==> src/rtl/m4mr_pkg.sv <==
// types and constants of the 4x4 row multiplier
`timescale 1ns / 1ps
`default_nettype none
package m4mr_pkg;
	localparam int DIM    = 4;
	localparam int ELEM_W = 32;
	localparam int ROW_W  = $clog2(DIM);
	localparam int PROD_W = 2 * ELEM_W;
	localparam int PAIR_W = PROD_W + 1;
	localparam int SUM_W  = PROD_W + $clog2(DIM);
	localparam int HALF   = DIM / 2;

	typedef logic signed [ELEM_W-1:0] elem_t;
	typedef logic signed [PROD_W-1:0] prod_t;
	typedef logic signed [PAIR_W-1:0] pair_t;
	typedef logic signed [SUM_W-1:0]  sum_t;
	typedef logic [ROW_W-1:0]         row_idx_t;

	typedef enum logic {
		ACT_LOAD = 1'b0,
		ACT_MUL  = 1'b1
	} action_t;

	localparam elem_t ELEM_MAX = {1'b0, {(ELEM_W-1){1'b1}}};
	localparam elem_t ELEM_MIN = {1'b1, {(ELEM_W-1){1'b0}}};
endpackage
`default_nettype wire

==> src/rtl/m4mr_add.sv <==
// second stage: pairwise sums of products per column
`timescale 1ns / 1ps
`default_nettype none
module m4mr_add (
	input  wire             logic clk,
	input  wire             logic arst_n,
	input  wire             logic in_valid,
	output                  logic in_ready,
	input  wire m4mr_pkg::prod_t  prod_s1 [m4mr_pkg::DIM][m4mr_pkg::DIM],
	output                  logic out_valid,
	input  wire             logic out_ready,
	output      m4mr_pkg::pair_t  pair_s2 [m4mr_pkg::DIM][m4mr_pkg::HALF]
);
	import m4mr_pkg::*;

	logic valid_s2;

	assign in_ready  = !valid_s2 || out_ready;
	assign out_valid = valid_s2;

	always_ff @(posedge clk) begin
		if (in_valid && in_ready) begin
			for (int j = 0; j < DIM; j++) begin
				for (int h = 0; h < HALF; h++) begin
					pair_s2[j][h] <= PAIR_W'(prod_s1[j][2*h]) + PAIR_W'(prod_s1[j][2*h+1]);
				end
			end
		end
	end

	always_ff @(posedge clk or negedge arst_n) begin
		if (!arst_n) begin
			valid_s2 <= 1'b0;
		end else if (in_ready) begin
			valid_s2 <= in_valid;
		end
	end
endmodule
`default_nettype wire

==> config.mk <==
export PLATFORM = sky130hd
export DESIGN_NAME = m4mr_add
export DESIGN_NICKNAME = d
export VERILOG_FILES = /design/src/rtl/m4mr_pkg.sv /design/src/rtl/m4mr_add.sv
export SDC_FILE = /design/constraint.sdc
export NUM_CORES = 2
export LEC_CHECK = 0
export BUFFER_PORTS_ARGS = -buffer_cell sky130_fd_sc_hd__clkbuf_2
export CORE_AREA = 2 2 606 608
export DETAILED_ROUTE_END_ITERATION = 16
export DIE_AREA = 0 0 608 610
export PLACE_DENSITY = 0.32
export SYNTH_ARGS = -nofsm -noshare
export SYNTH_HDL_FRONTEND = slang
export SYNTH_SLANG_ARGS = --single-unit
==> constraint.sdc <==
create_clock -name clk -period 33.6 [get_ports clk]
set_input_delay 3.36 -clock clk [delete_from_list [all_inputs] [get_ports clk]]
set_output_delay 3.36 -clock clk [all_outputs]
set_load 0.01 [all_outputs]
==> run metrics <==
DR pass1 iterations 5; GR Util All Layers 0.145; Clock Power Share 0.354; max frequency 141 MHz; startpoint types input port; Layout area overhead 37.3%; share of cells above drive strength 1 0.287; Die ar. 371000 um^2; starting density of the core 0.120; ys flop type edfxtp_1; Die W 608 um; first-pass GRT wire length 378000 um; crit path capture type output port; largest net degree at the start of global routing roughly 110; fin crit share 0.211; Vias/cell 4.00; Area contributors post-synth edfxtp_1 (36%), ha_1 (15%), xnor2_1 (6.2%); Worst slew margin 0.243; Root Driver clkbuf_16; global placer's final weighted congestion about 0.96; PwrDens between 40 and 50 nW/um^2; Post-Syn Area 43700 um^2; post-cts gate resize count 0; leakage 0.0261 uW; final global-route overflow total 0; hold crit path type reg2reg; top-count cell post-synth a21oi_1; CP max FO 3; Yosys top cell area share 0.357; DR WL/cell 25.6 um; outcome completed; Starting DRT DRC Count 2709; Post-synth EDFFs 520; Vias between 40000 and 50000; actual slew at the worst max-slew pin between 1 and 1.5 ns; Final Cell Area 60100 um^2; CTS tree yes; Nets 7618; Logic pwr share 0.335; CTS buffer count 89; core area between 300000 and 400000 um^2; register area share after synthesis 0.358; Sw Ratio 0.366; Flop pwr share 0.311; row count 222; final wirelength 281000 um; Die H 610 um; CTS H-Tree Depth 3; I/O Buffers 1549; dominant cell type by area after synthesis edfxtp_1; Netlist cell types 93; placed cell areas ~57000 um^2; internal power 1760 uW; HPWL Detailed around 250000 um; Tot Pwr 2770 uW; Syn. warnings 0; worst path arrival time 3.74 ns; hold_buf cts 0; total negative slack 0 ns; initial antenna violation count 121; CTS Buffer Depth 4; Peak VDD IR about 32 uV; Mapped Cells 4576; Mean Syn Cell Area ~9.6 um^2; final setup fails 0; crit path kind in2out; Clock Skew 0.0385 ns; Sink Count 521; Worst-Skew Late Latency 0.78 ns; RSZ-0062 raised after global routing false; synth cell count leaders a21oi_1 (531), edfxtp_1 (520), ha_1 (512); P_sw just over 1000 uW; FFs w/ async S/R, synth 0.00192; max_cap viols 0; post-route DRC violation count 0; Slew Limit Fails 0; Period minus WS final 7.10 ns; Final ANT Viol Nets 0; syn nets 6124; vias in the first global route 45000; total setup buffers inserted after CTS 0; Fin. Hold Viols 0; Clock Pin Slew Worst Setup and Hold Paths around 0.060 ns; FF+latch count, synth 521; WP data required 30.24 ns; Ports about 1600
## kinds of logic (layout without fill, tap and decap cells)
logic type	after synthesis	after routing	share of synthesized area
compound gates	1661	1661	0.246
simple gates	1107	1107	0.124
other cells	0	40	0
flops	521	521	0.358
fa+ha+maj	520	520	0.150
mux	5	5	0.00120
xor+xnor	481	481	0.0963
buf+inv	281	1842	0.0243
## per-stage QoR
step | cells | hold WS [ns] | utilization | setup WS (ns)
2_1_floorplan | 4576 | 0.622 | - | 17.31
3_3_place_gp | 10800 | 0.515 | 0.157 | 25.90
3_5_place_dp | 10800 | 0.539 | 0.157 | 25.87
4_1_cts | 11000 | 0.556 | 0.165 | 26.50
5_1_grt | 11000 | 0.595 | 0.165 | 26.40
6_report | 11000 | 0.549 | 0.165 | 26.50
## layout by cell type, fill, tap and decap left out, types with 12 or more instances in the layout
cell,synthesis,final
xnor2_1,309,309
or3_1,16,16
nand2b_1,63,63
clkinv_1,0,13
o21ai_1,37,37
xor2_1,172,172
nor2b_1,76,76
o31ai_1,34,34
ha_1,512,512
clkbuf_2,1,1549
nor3_1,46,46
a41oi_1,15,15
and3_1,50,50
edfxtp_1,520,520
a221oi_1,20,20
clkbuf_16,0,90
clkinv_2,0,16
nor2_1,226,226
a311oi_1,13,13
a211oi_1,40,40
a21boi_0,15,15
clkbuf_1,154,16
inv_1,116,116
nand4_1,111,111
bufinv_16,0,12
o21bai_1,89,89
a21o_1,329,329
nor4_1,16,16
nand3_1,97,97
o211ai_1,36,36
a31oi_1,66,66
o21ai_0,240,240
nand2_1,327,327
and2_1,31,30
a31o_2,12,12
diode_2,0,40
o21a_1,56,56
buf_4,0,18
a21oi_1,531,529
## power groups by stage
stage	Combinational [uW]	Clock (uW)	Sequential, uW
2_1_floorplan	479	0	922
3_3_place_gp	945	0	877
3_5_place_dp	935	0	877
4_1_cts	940	1030	865
5_1_grt	1010	1040	870
6_report	927	981	862
## flip-flops by register name, summed over array words and instances (netlist names)
name	cells
out_valid	1
pair_s2	520
## layer usage
| layer | part of all wire | global-route usage |
|---|---|---|
| met1 | 0.36 | 0.148 |
| met2 | 0.53 | 0.276 |
| met3 | 0.076 | 0.0455 |
| met4 | 0.039 | 0.0505 |
| met5 | 0.0014 | 0 |
## area by class of cell
cell class / count / area, um^2
multi-input cells: 3774 / 27100
diodes: 40 / 100
inverters: 116 / 435
repair buffers: 1568 / 7910
flip-flops and latches: 521 / 15600
fillers: 41400 / 304000
well taps: 4816 / 6030
clock buffers: 106 / 2310
clock inverters: 52 / 599
## path summary, 6_finish.rpt
check                                      start                      to  slack [ns]  cells after the start
setup / recovery                       out_ready                in_ready       26.50                      3
hold / removal             out_valid$_DFFE_PN0N_   out_valid$_DFFE_PN0N_        0.55                      2
setup reg to reg           out_valid$_DFFE_PN0N_  pair_s2[195]$_DFFE_PP_       29.25                      6
hold reg to reg            out_valid$_DFFE_PN0N_   out_valid$_DFFE_PN0N_        0.55                      2
max in group asynchronous                 arst_n   out_valid$_DFFE_PN0N_       31.17                      1
min in group asynchronous                 arst_n   out_valid$_DFFE_PN0N_        2.35                      1
## worst max-delay path, cell delays in order
cell and delay, ns:
clkbuf_2 0.07, nand2b_1 0.16, clkbuf_2 0.14
No activity file was read; power rests on OpenSTA's default activity.
