<file path="src/rtl/m4mr_pkg.sv">
// types and constants of the 4x4 row multiplier
`timescale 1ns / 1ps
`default_nettype none
package m4mr_pkg;
	localparam int DIM    = 4;
	localparam int ELEM_W = 32;
	localparam int ROW_W  = $clog2(DIM);
	localparam int PROD_W = 2 * ELEM_W;
	localparam int PAIR_W = PROD_W + 1;
	localparam int SUM_W  = PROD_W + $clog2(DIM);
	localparam int HALF   = DIM / 2;

	typedef logic signed [ELEM_W-1:0] elem_t;
	typedef logic signed [PROD_W-1:0] prod_t;
	typedef logic signed [PAIR_W-1:0] pair_t;
	typedef logic signed [SUM_W-1:0]  sum_t;
	typedef logic [ROW_W-1:0]         row_idx_t;

	typedef enum logic {
		ACT_LOAD = 1'b0,
		ACT_MUL  = 1'b1
	} action_t;

	localparam elem_t ELEM_MAX = {1'b0, {(ELEM_W-1){1'b1}}};
	localparam elem_t ELEM_MIN = {1'b1, {(ELEM_W-1){1'b0}}};
endpackage
`default_nettype wire

</file>
<file path="src/rtl/m4mr_sat.sv">
// third stage: final sum, floor shift and saturation, output register
`timescale 1ns / 1ps
`default_nettype none
module m4mr_sat #(
	parameter int FRAC_BITS = 16
) (
	input  wire             logic clk,
	input  wire             logic arst_n,
	input  wire             logic in_valid,
	output                  logic in_ready,
	input  wire m4mr_pkg::pair_t  pair_s2 [m4mr_pkg::DIM][m4mr_pkg::HALF],
	output                  logic out_valid,
	input  wire             logic out_ready,
	output      m4mr_pkg::elem_t  res_s3 [m4mr_pkg::DIM],
	output                  logic ovf_s3
);
	import m4mr_pkg::*;

	localparam int HI_W = SUM_W - ELEM_W + 1;

	logic  valid_s3;
	sum_t  total   [DIM];
	sum_t  shifted [DIM];
	elem_t col     [DIM];
	logic  [DIM-1:0] sat;

	assign in_ready  = !valid_s3 || out_ready;
	assign out_valid = valid_s3;

	always_comb begin
		for (int j = 0; j < DIM; j++) begin
			total[j]   = SUM_W'(pair_s2[j][0]) + SUM_W'(pair_s2[j][1]);
			shifted[j] = total[j] >>> FRAC_BITS;
			sat[j]     = !((&shifted[j][SUM_W-1 -: HI_W]) || !(|shifted[j][SUM_W-1 -: HI_W]));
			if (!sat[j]) begin
				col[j] = shifted[j][ELEM_W-1:0];
			end else if (shifted[j][SUM_W-1]) begin
				col[j] = ELEM_MIN;
			end else begin
				col[j] = ELEM_MAX;
			end
		end
	end

	always_ff @(posedge clk) begin
		if (in_valid && in_ready) begin
			res_s3 <= col;
			ovf_s3 <= |sat;
		end
	end

	always_ff @(posedge clk or negedge arst_n) begin
		if (!arst_n) begin
			valid_s3 <= 1'b0;
		end else if (in_ready) begin
			valid_s3 <= in_valid;
		end
	end
endmodule
`default_nettype wire

</file>
<file path="config.mk">
export PLATFORM = sky130hd
export DESIGN_NAME = m4mr_sat
export DESIGN_NICKNAME = d
export VERILOG_FILES = /design/src/rtl/m4mr_pkg.sv /design/src/rtl/m4mr_sat.sv
export SDC_FILE = /design/constraint.sdc
export NUM_CORES = 1
export LEC_CHECK = 0
export BUFFER_PORTS_ARGS = -buffer_cell sky130_fd_sc_hd__buf_2
export CAP_MARGIN = 20
export CELL_PAD_IN_SITES_DETAIL_PLACEMENT = 1
export CELL_PAD_IN_SITES_GLOBAL_PLACEMENT = 1
export CORE_AREA = 2 2 258 260
export DETAILED_ROUTE_END_ITERATION = 10
export DIE_AREA = 0 0 260 262
export PLACE_DENSITY = 0.75
export SYNTH_ARGS = -nofsm -noshare
export SYNTH_HDL_FRONTEND = slang
export SYNTH_SLANG_ARGS = --single-unit
export TNS_END_PERCENT = 20
</file>
<file path="constraint.sdc">
create_clock -name clk -period 5 [get_ports clk]
set_clock_uncertainty 0.15 [all_clocks]
set_input_delay 0.75 -clock clk [delete_from_list [all_inputs] [get_ports clk]]
set_output_delay 0.75 -clock clk [all_outputs]
set_load 0.03 [all_outputs]
</file>
==> metrics.yaml <==
timing:
  tightestPinTransition_ps: 787
  fmaxAchievable_ghz: 0.197
  setup_viol: 23
  relSlewSlack_pct: 47.0
  slew_violations: 0
  setup_ws_ps: -78.1
  post-route-min-period_ps: 5080
  min_period_over_period_pct: 102
  hold_violations: 0
  finalSetupTns_ps: -794
  rsz0062_at_grt: "yes"
layout:
  syn2layout_area_growth_pct: 46.9
  fillers: 8239
  nets: 4517
  drive_gt1_share_pct: 37.9
global_route:
  grt_pass1_wl_mm: 152
  first_global_vias: 27100
  antenna_found_initial: 7
  grt_overflow: 0
  grt.total_usage_pct: 28.5
  grt_max_degree: 52
power_and_ir_drop:
  power_density_nw_per_um2: 210
  peakVddDrop_mv: 0.201
  leakagePower_nw: 13.5
clock_network:
  clock_latency_ps: 480
  cts_tree: "yes"
  root_buffer: "clkbuf_16"
  cts_made_buffers: 17
  cts.sinks: 130
  cts_htree_levels: 4
  clk_pin_slew_worst_paths_ps: 60
  clock_path_buffers: 2
synthesis:
  synth-seq-area-share_pct: 19.0
  ys_ff_latch: 130
  ys_types: 96
  synth_most_common_cell: "a21oi_1"
  syn-cell-area_um2: 20500
  synth_top_area_share_pct: 18.9
  postSynthCellCount: 2605
  synthTopCellsByArea: "edfxtp_1, ha_1, a21oi_1, mux2i_1, nand2_1"
  synth_fp_nets: 3385
  postSynthAreaPerCell_um2: 7.89
  async_flop_share_pct: 0.769
  synth_edf_count: 129
  ys.flop_type: "edfxtp_1"
  yosys.area.top_type: "edfxtp_1"
  synth.yosys.warnings: 0
  synth.cells.most_frequent: "a21oi_1, ha_1, nand2_1"
min_path:
  hp-class: "in2reg"
setup_path:
  critPathMaxStageDelay_ps: 540
  path_cells: "buf_2 > ha_1 > a21oi_1 > o21ai_1 > a211o_1 > a211oi_4 > a211oi_4 > or3_4 > a21o_1 > or4b_1 > or4b_1 > or4_4 > mux2i_4 > buf_6 > buf_12 > mux2i_2"
  r2r-end: "res_s3[93]"
  r2r_setup_slack_ps: 2750
  cpMaxStageDelayCell: "or4_4"
  r2r_start: "out_valid"
  crit_path_end: "res_s3[94]"
  crit_type: "in2reg"
  critical_path.top_delay_family: "simple AND/OR/NAND/NOR gates"
  cp-end-kind: "flip-flop"
  setup.worst_path.start_class: "input pin"
  crit_cells: 16
  worst-path-max-fanout: 7
  critPathLaunch: "pair_s2[281]"
  crit_buf_inv: 3
  reg2regPathDepth: 3
  critPathRequiredTime_ps: 5170
  worst_ep_arrival_time_ps: 5250
run:
  cap_viol_max_count: 0
floorplanning:
  core.rowCount: 94
  fp.dieW_um: 260
  num_io_pins: 655
  core_area_um2: 65300
  die_h_um: 262
  dieArea_um2: 68100
  start_util_pct: 31.5
routing:
  antenna_left: 0
  viasPerCell: 5.65
  drtIter0Drc: 1486
  routed_wl_mm: 102
  detail_route.first_pass.iterations: 6
  drcViolationCount: 0
  num_vias: 26100
  routedWlPerCell_um: 22.2
place:
  dp_hpwl_mm: 86.8
  dp_slack_ps: -642
  io_buffer_count: 654
  gp_congestion: 0.964
outcome:
  violations: "setup timing"
  status: "finished, violations left"
[cell type report]
type	count	area, um2	share of cell area (%)
sequential	130	3900	12.9
multi-input combinational	2267	16400	54.4
timing repair buffer	1250	7980	26.4
tap	864	1080	3.58
clock buffer	21	440	1.46
antenna	1	2.50	0.00829
inverter	71	267	0.883
clock inverter	8	90.1	0.299
[layout by cell type (no fill, tap or decap), drive strengths merged, types with 22 or more instances in the layout]
cell type     n
a211oi       37
nor3         58
ha          256
edfxtp      129
nand2       240
nand2b       22
o31ai        23
o21ai       200
nor2        161
xor2         76
and3         31
inv          71
nand4       118
a31oi        34
a21oi       318
buf        1247
o21bai       53
xnor2        97
mux2i       100
a21o        101
nand3        50
o211ai       25
clkbuf       23
[worst min-delay path by stage]
stage	startpoint	end	slack (ps)	cells after the start
6_report	in_valid	out_valid	320	2
5_1_grt	in_valid	out_valid	330	2
4_1_cts	in_valid	out_valid	280	2
3_5_place_dp	arst_n	out_valid	380	1
3_3_place_gp	arst_n	out_valid	380	1
2_1_floorplan	arst_n	out_valid	300	0
[registers in the layout, indices dropped and copies added (netlist names)]
name and flops:
res_s3 128, out_valid 1, ovf_s3 1
[power by group]
| part | switching (mW) | internal (mW) | total, mW |
|---|---|---|---|
| clock network | 0.515 | 0.715 | 1.23 |
| logic | 2.12 | 1.61 | 3.72 |
| registers | 0.0419 | 1.34 | 1.38 |
| total | 2.68 | 3.66 | 6.33 |
[logic make-up (layout without fill, tap and decap cells)]
group | count (synthesis) | count (layout) | synth area share, %
compound gates | 929 | 929 | 28.4
xor+xnor | 173 | 173 | 7.37
fa+ha+maj | 256 | 256 | 15.6
buf+inv | 208 | 1350 | 4.73
flops | 130 | 130 | 19.0
mux | 101 | 101 | 4.99
other cells | 0 | 1 | 0
simple gates | 808 | 808 | 19.9
[what timing repair did]
action                                  4_1_cts  5_1_grt
gates resized for setup                      27      114
hold buffers                                  1        0
gates cloned                                  2        2
buffers inserted                              3       11
hold endpoints to repair                      1        0
pin swaps                                    13       39
endpoints found under the setup margin       52      123
[per-layer routing]
metal,vias to the layer above,share of wire (%),track usage [%]
li1,12200,-,-
met5,-,0.062,0
met4,12,4.6,13.6
met2,968,50,50.5
met3,244,5.5,4.47
met1,12600,40,33.7
[per-stage QoR]
| step | cell area, um2 | power (mW) | utilization, % | cells | hold slack [ps] |
|---|---|---|---|---|---|
| 3_3_place_gp | 28700 | 4.84 | 44.0 | 4565 | 375 |
| 3_5_place_dp | 28700 | 4.92 | 44.0 | 4565 | 379 |
| 4_1_cts | 29500 | 6.20 | 45.2 | 4599 | 279 |
| 5_1_grt | 30200 | 6.69 | 46.2 | 4612 | 329 |
| 2_1_floorplan | 20600 | 3.31 | - | 2605 | 304 |
| 6_report | 30200 | 6.33 | 46.2 | 4612 | 322 |
No activity file was read; power rests on OpenSTA's default activity.
